<file path="src/slc1d_pkg.sv">
`timescale 1ns / 1ps
// Shared types and constants for the 1-D single-linkage clustering unit.
// No dependencies; used by the cell and the top level.
package slc1d_pkg;

  localparam int LABEL_W = 6;
  localparam int VALUE_W = 32;
  localparam int DIST_W  = 32;

  typedef enum logic [1:0] {
    ST_LOAD,
    ST_SCAN,
    ST_REDUCE,
    ST_EMIT
  } state_t;

  // Per-cycle commands fanned out to every cell
  typedef struct packed {
    logic wr;
    logic init;
    logic clr;
    logic bvld;
    logic shift;
    logic relabel;
  } cell_ctrl_t;

  // Reference point broadcast during the pair scan
  typedef struct packed {
    logic signed [VALUE_W-1:0] value;
    logic [LABEL_W-1:0]        label;
    logic [LABEL_W-1:0]        idx;
  } bcast_t;

  // Relabel command for one merge
  typedef struct packed {
    logic [LABEL_W-1:0] la;
    logic [LABEL_W-1:0] lb;
    logic [LABEL_W-1:0] new_label;
  } relab_t;

  // Best pair candidate: lower index, distance and both labels
  typedef struct packed {
    logic               found;
    logic [DIST_W-1:0]  gap;
    logic [LABEL_W-1:0] idx;
    logic [LABEL_W-1:0] la;
    logic [LABEL_W-1:0] lb;
  } cand_t;

endpackage

</file>
<file path="src/slc1d_cell.sv">
`timescale 1ns / 1ps
// One point cell: stores a point and its label, tracks the best pair
// ending at this point, and shifts its candidate toward cell 0.
// Depends on slc1d_pkg.
module slc1d_cell #(
  parameter int INDEX = 0,
  parameter int CNT_W = 6
) (
  input  logic                                    clk,
  input  logic                                    rst,
  input  slc1d_pkg::cell_ctrl_t                   ctrl,
  input  logic [slc1d_pkg::LABEL_W-1:0]           wr_idx,
  input  logic signed [slc1d_pkg::VALUE_W-1:0]    wr_value,
  input  logic [CNT_W-1:0]                        n,
  input  slc1d_pkg::bcast_t                       bcast,
  input  slc1d_pkg::relab_t                       relab,
  input  slc1d_pkg::cand_t                        cand_in,
  output slc1d_pkg::cand_t                        cand,
  output logic signed [slc1d_pkg::VALUE_W-1:0]    value,
  output logic [slc1d_pkg::LABEL_W-1:0]           label
);
  import slc1d_pkg::*;

  localparam logic [LABEL_W-1:0] MY     = LABEL_W'(INDEX);
  localparam logic [CNT_W-1:0]   MY_CNT = CNT_W'(INDEX);

  logic signed [VALUE_W:0] diff;
  logic [VALUE_W:0]        neg;
  logic [DIST_W-1:0]       gap;
  logic                    hit;

  // absolute difference against the broadcast point
  always_comb begin
    diff = {value[VALUE_W-1], value} - {bcast.value[VALUE_W-1], bcast.value};
    neg  = -diff;
    gap  = diff[VALUE_W] ? neg[DIST_W-1:0] : diff[DIST_W-1:0];
    hit  = ctrl.bvld && (bcast.idx < MY) && (MY_CNT < n) && (bcast.label != label) &&
           (!cand.found || gap < cand.gap);
  end

  // point storage
  always_ff @(posedge clk) begin
    if (ctrl.wr && wr_idx == MY) value <= wr_value;
  end

  // label: own index at start, new id when its cluster merges
  always_ff @(posedge clk) begin
    if (ctrl.init) begin
      label <= MY;
    end else if (ctrl.relabel && (label == relab.la || label == relab.lb)) begin
      label <= relab.new_label;
    end
  end

  // best candidate; strict compare keeps the lowest partner index on ties
  always_ff @(posedge clk) begin
    if (rst) begin
      cand <= '0;
    end else if (ctrl.clr) begin
      cand.found <= 1'b0;
    end else if (ctrl.shift) begin
      cand <= cand_in;
    end else if (hit) begin
      cand <= '{found: 1'b1, gap: gap, idx: bcast.idx, la: bcast.label, lb: label};
    end
  end

endmodule

</file>
<file path="config.mk">
export PLATFORM = sky130hd
export DESIGN_NAME = slc1d_cell
export DESIGN_NICKNAME = d
export VERILOG_FILES = /design/src/slc1d_pkg.sv /design/src/slc1d_cell.sv
export SDC_FILE = /design/constraint.sdc
export NUM_CORES = 1
export LEC_CHECK = 0
export BUFFER_PORTS_ARGS = -buffer_cell sky130_fd_sc_hd__buf_2
export CORE_ASPECT_RATIO = 1.4
export CORE_MARGIN = 5
export CORE_UTILIZATION = 36
export CTS_BUF_LIST = sky130_fd_sc_hd__clkbuf_2
export DETAILED_ROUTE_END_ITERATION = 8
export PLACE_DENSITY = 0.78
export SYNTH_ARGS = -nofsm -noshare
export SYNTH_HDL_FRONTEND = slang
export SYNTH_SLANG_ARGS = --single-unit
</file>
<file path="constraint.sdc">
create_clock -name clk -period 1.9 [get_ports clk]
set_input_delay 0.285 -clock clk [delete_from_list [all_inputs] [get_ports clk]]
set_output_delay 0.285 -clock clk [all_outputs]
set_load 0.005 [all_outputs]
</file>
==> flow_results.xml <==
<?xml version="1.0" encoding="UTF-8"?>
<metrics>
  <group name="worst_setup_path">
    <metric name="worstPathCellList" unit="">buf_2</metric>
    <metric name="timing.critical_path.buf_inv" unit="">1</metric>
    <metric name="worst_path_dominant_cell_family" unit="">flip-flops</metric>
    <metric name="crit_required" unit="ns">1.62</metric>
    <metric name="timing.rr.start" unit="">label[0]</metric>
    <metric name="worst_setup_path_end_kind" unit="">primary output</metric>
    <metric name="worst-endpoint-arrival" unit="ns">1.13</metric>
    <metric name="critPathSlowestCell" unit="">dfxtp_1</metric>
    <metric name="setup.worst_path.start" unit="">label[0]</metric>
    <metric name="largest_incremental_delay_on_the_critical_path" unit="ns">0.47</metric>
    <metric name="total_stage_count_of_the_critical_path" unit="">1</metric>
    <metric name="critical_path_destination" unit="">label[0]</metric>
    <metric name="critPathLaunchType" unit="">register</metric>
    <metric name="timing.setup.critical_path_class" unit="">register to primary output</metric>
    <metric name="worst_r2r_endpoint" unit="">label[0]</metric>
    <metric name="worst-r2r-cell-count" unit="">4</metric>
    <metric name="path_max_fanout" unit="">4</metric>
    <metric name="reg2reg_setup_slack" unit="ns">0.57</metric>
  </group>
  <group name="pwr">
    <metric name="power.total" unit="mW">3.376</metric>
    <metric name="vdd_ir_drop_max" unit="V">0.0004377</metric>
    <metric name="power.density" unit="nW/um2">639.2</metric>
    <metric name="p_leak" unit="nW">2.406</metric>
  </group>
  <group name="synthesis">
    <metric name="synth-simple-area-share" unit="%">16.32</metric>
    <metric name="ys_warn_count" unit="">0</metric>
    <metric name="synth_area_leader_cell" unit="">dfxtp_1</metric>
    <metric name="synth_top_family_by_area" unit="">simple AND/OR/NAND/NOR gates</metric>
    <metric name="mappedNetlistNets" unit="">466</metric>
    <metric name="yosys.area_share.xor_xnor" unit="%">3.343</metric>
    <metric name="compound_gate_portion_of_the_synthesized_area" unit="%">8.237</metric>
    <metric name="synth.avg_cell_area" unit="um2">10.45</metric>
    <metric name="synth.area.top_cells" unit="">dfxtp_1 36%, edfxtp_1 31%, nand2_1 12%</metric>
    <metric name="synth_cells" unit="">301</metric>
    <metric name="synth_top_area_share" unit="%">36.29</metric>
    <metric name="post_synthesis_register_bit_count" unit="">89</metric>
    <metric name="synth.distinct_cells" unit="">20</metric>
    <metric name="synth_sequential_area_ratio" unit="%">66.85</metric>
    <metric name="yosys.area_share.adder" unit="%">0</metric>
    <metric name="syn_area" unit="um2">3144</metric>
    <metric name="synthMuxAreaShare" unit="%">2.228</metric>
  </group>
  <group name="route">
    <metric name="average_via_count_per_standard_cell" unit="">4.587</metric>
    <metric name="detail-route-antenna-nets" unit="">0</metric>
    <metric name="drcViolationCount" unit="">0</metric>
    <metric name="drt_first_iter_violations" unit="">123</metric>
    <metric name="wl_per_cell" unit="um">14.62</metric>
    <metric name="drtPass1Iterations" unit="">6</metric>
    <metric name="vias" unit="">3211</metric>
    <metric name="drt-total-wl" unit="um">10240</metric>
  </group>
  <group name="sta">
    <metric name="max_freq" unit="GHz">0.7070</metric>
    <metric name="whs" unit="ns">0.1187</metric>
    <metric name="final_max_slew_viol_count" unit="">0</metric>
    <metric name="finalHoldViolCount" unit="">0</metric>
    <metric name="tns" unit="ns">0</metric>
    <metric name="finalSetupViolCount" unit="">0</metric>
    <metric name="slew_headroom" unit="%">65.32</metric>
    <metric name="worst_skew" unit="ns">0.01646</metric>
    <metric name="rsz_0062_raised_after_global_routing" unit="">no</metric>
    <metric name="worst_pin_slew" unit="ns">0.5202</metric>
    <metric name="fin_crit_sh" unit="%">74.44</metric>
    <metric name="period_needed" unit="ns">1.414</metric>
  </group>
  <group name="floorplanning">
    <metric name="die_area" unit="um2">10730</metric>
    <metric name="floorplan.die.width" unit="um">88.99</metric>
    <metric name="rows" unit="">40</metric>
    <metric name="floorplan.die.height" unit="um">120.6</metric>
    <metric name="starting_utilization_of_the_core_area" unit="%">36.74</metric>
    <metric name="io_pins" unit="">254</metric>
    <metric name="core_region_area" unit="um2">8558</metric>
  </group>
  <group name="grt">
    <metric name="leftover_overflow_at_the_end_of_global_routing" unit="">0</metric>
    <metric name="grt_usage" unit="%">18.63</metric>
    <metric name="grt_start_max_net_pins" unit="">48</metric>
    <metric name="first_global_vias" unit="">3362</metric>
    <metric name="grt_first_pass_wirelength" unit="um">15400</metric>
    <metric name="grt_antenna_before_repair" unit="">0</metric>
  </group>
  <group name="cts">
    <metric name="cts_post_setup_buffers_inserted" unit="">0</metric>
    <metric name="cts_max_path_buffers" unit="">2</metric>
    <metric name="cts-htree-levels" unit="">3</metric>
    <metric name="holdBufCountCts" unit="">91</metric>
    <metric name="clkSlewWorstSetupHoldPaths" unit="ns">0.22</metric>
    <metric name="cts_tree" unit="">built</metric>
    <metric name="cts_repair_resizes" unit="">0</metric>
    <metric name="numClockSinks" unit="">89</metric>
    <metric name="clock-root-buffer" unit="">clkbuf_2</metric>
    <metric name="insertion_delay" unit="ns">0.52</metric>
    <metric name="cts_inserted_buffers" unit="">9</metric>
  </group>
  <group name="hold_path">
    <metric name="worst_hold_check_path_type" unit="">input port to register</metric>
  </group>
  <group name="cells_and_area">
    <metric name="fin_nets" unit="">755</metric>
    <metric name="antenna_cells_inserted" unit="">0</metric>
    <metric name="area_growth_syn_to_layout" unit="%">67.97</metric>
    <metric name="drive_gt1_share" unit="%">37.82</metric>
    <metric name="nFillCells" unit="">641</metric>
  </group>
  <group name="job">
    <metric name="max_cap_check_violation_count" unit="">0</metric>
  </group>
  <group name="placement">
    <metric name="place.gp.congestion" unit="">0.7096</metric>
    <metric name="dpl.hpwl" unit="um">6495</metric>
    <metric name="place.port_buffers" unit="">202</metric>
  </group>
  <group name="run_status">
    <metric name="run_status" unit="">complete, no violations</metric>
  </group>
</metrics>
## power by group
| part | switching (mW) | internal (mW) |
|---|---|---|
| registers | 0.0270 | 2.03 |
| logic | 0.195 | 0.297 |
| clock network | 0.641 | 0.185 |
| total | 0.863 | 2.51 |
## state kept, by name, summed over array words and instances (netlist names)
| name | cells |
|---|---|
| cand | 51 |
| value | 32 |
| label | 6 |
## routing by layer
layer | up-vias | GRT usage [%] | wire length (um) | share of wire [%]
li1 | 1572 | - | - | -
met1 | 1443 | 19.48 | 3773 | 37
met2 | 176 | 33.09 | 5159 | 50
met3 | 20 | 5.658 | 1069 | 10
met4 | 0 | 8.845 | 233 | 2.3
met5 | - | 0 | 0 | 0
## metrics by stage
step / instance area, um2 / std cells / setup slack (ns) / utilization (%)
after floorplan: 3144 / 301 / 0.1264 / -
after global placement: 4277 / 593 / 0.5074 / 49.97
after detailed placement: 4277 / 593 / 0.4997 / 49.97
after CTS: 5281 / 700 / 0.3949 / 61.71
after global routing: 5281 / 700 / 0.3466 / 61.71
final: 5281 / 700 / 0.4856 / 61.71
## Yosys cell counts
master / n
nor2_1: 1
nand2_1: 100
dfxtp_1: 57
nor3_1: 1
nand2b_1: 8
edfxtp_1: 32
buf_6: 1
clkbuf_1: 8
o22a_1: 1
buf_2: 10
nand3_1: 2
nand4_1: 2
or2b_1: 5
a21oi_1: 50
and3_1: 1
nor4_1: 1
xnor2_1: 12
buf_1: 1
mux2i_1: 7
nor2b_1: 1
## placed cells by master (no fill, tap or decap), types with 3 or more instances in the layout
master	Yosys	layout
nand2_1	100	100
edfxtp_1	32	32
clkbuf_2	0	10
xnor2_1	12	12
dfxtp_1	57	57
a21oi_1	50	50
buf_12	0	3
or2b_1	5	5
mux2i_1	7	7
dlygate4sd3_1	0	91
buf_2	10	202
nand2b_1	8	7
## worst min-delay path by stage
stage / start / depth (start not counted) / endpoint / slack (ns)
2_1_floorplan: ctrl[3] / 1 / cand[50] / 0.36
3_3_place_gp: cand[21] / 2 / cand[21] / 0.44
3_5_place_dp: cand[20] / 2 / cand[20] / 0.44
4_1_cts: ctrl[4] / 3 / label[3] / 0.05
5_1_grt: ctrl[1] / 4 / cand[27] / 0.07
6_report: ctrl[4] / 3 / label[3] / 0.12
## area by class of cell
type / instances / area (um2) / share of cell area (%)
sequential: 89 / 2102 / 39.80
clock inverter: 6 / 43.79 / 0.8292
tap: 105 / 131.4 / 2.488
multi-input combinational: 192 / 957.2 / 18.12
timing repair buffer: 298 / 1997 / 37.81
clock buffer: 10 / 50.05 / 0.9476
## worst min-delay path, cell delays in order
cell and delay (ns):
buf_2 0.17, or2b_1 0.12, mux2i_1 0.05
## kinds of logic (layout without fill, tap and decap cells)
family | count (synthesis) | in the layout
AOI/OAI and AO/OA | 51 | 51
buffers and inverters | 20 | 314
xor gates and xnor gates | 12 | 12
muxes | 7 | 7
DFF | 89 | 89
and+or+nand+nor | 122 | 122
No activity file was read; power rests on OpenSTA's default activity.
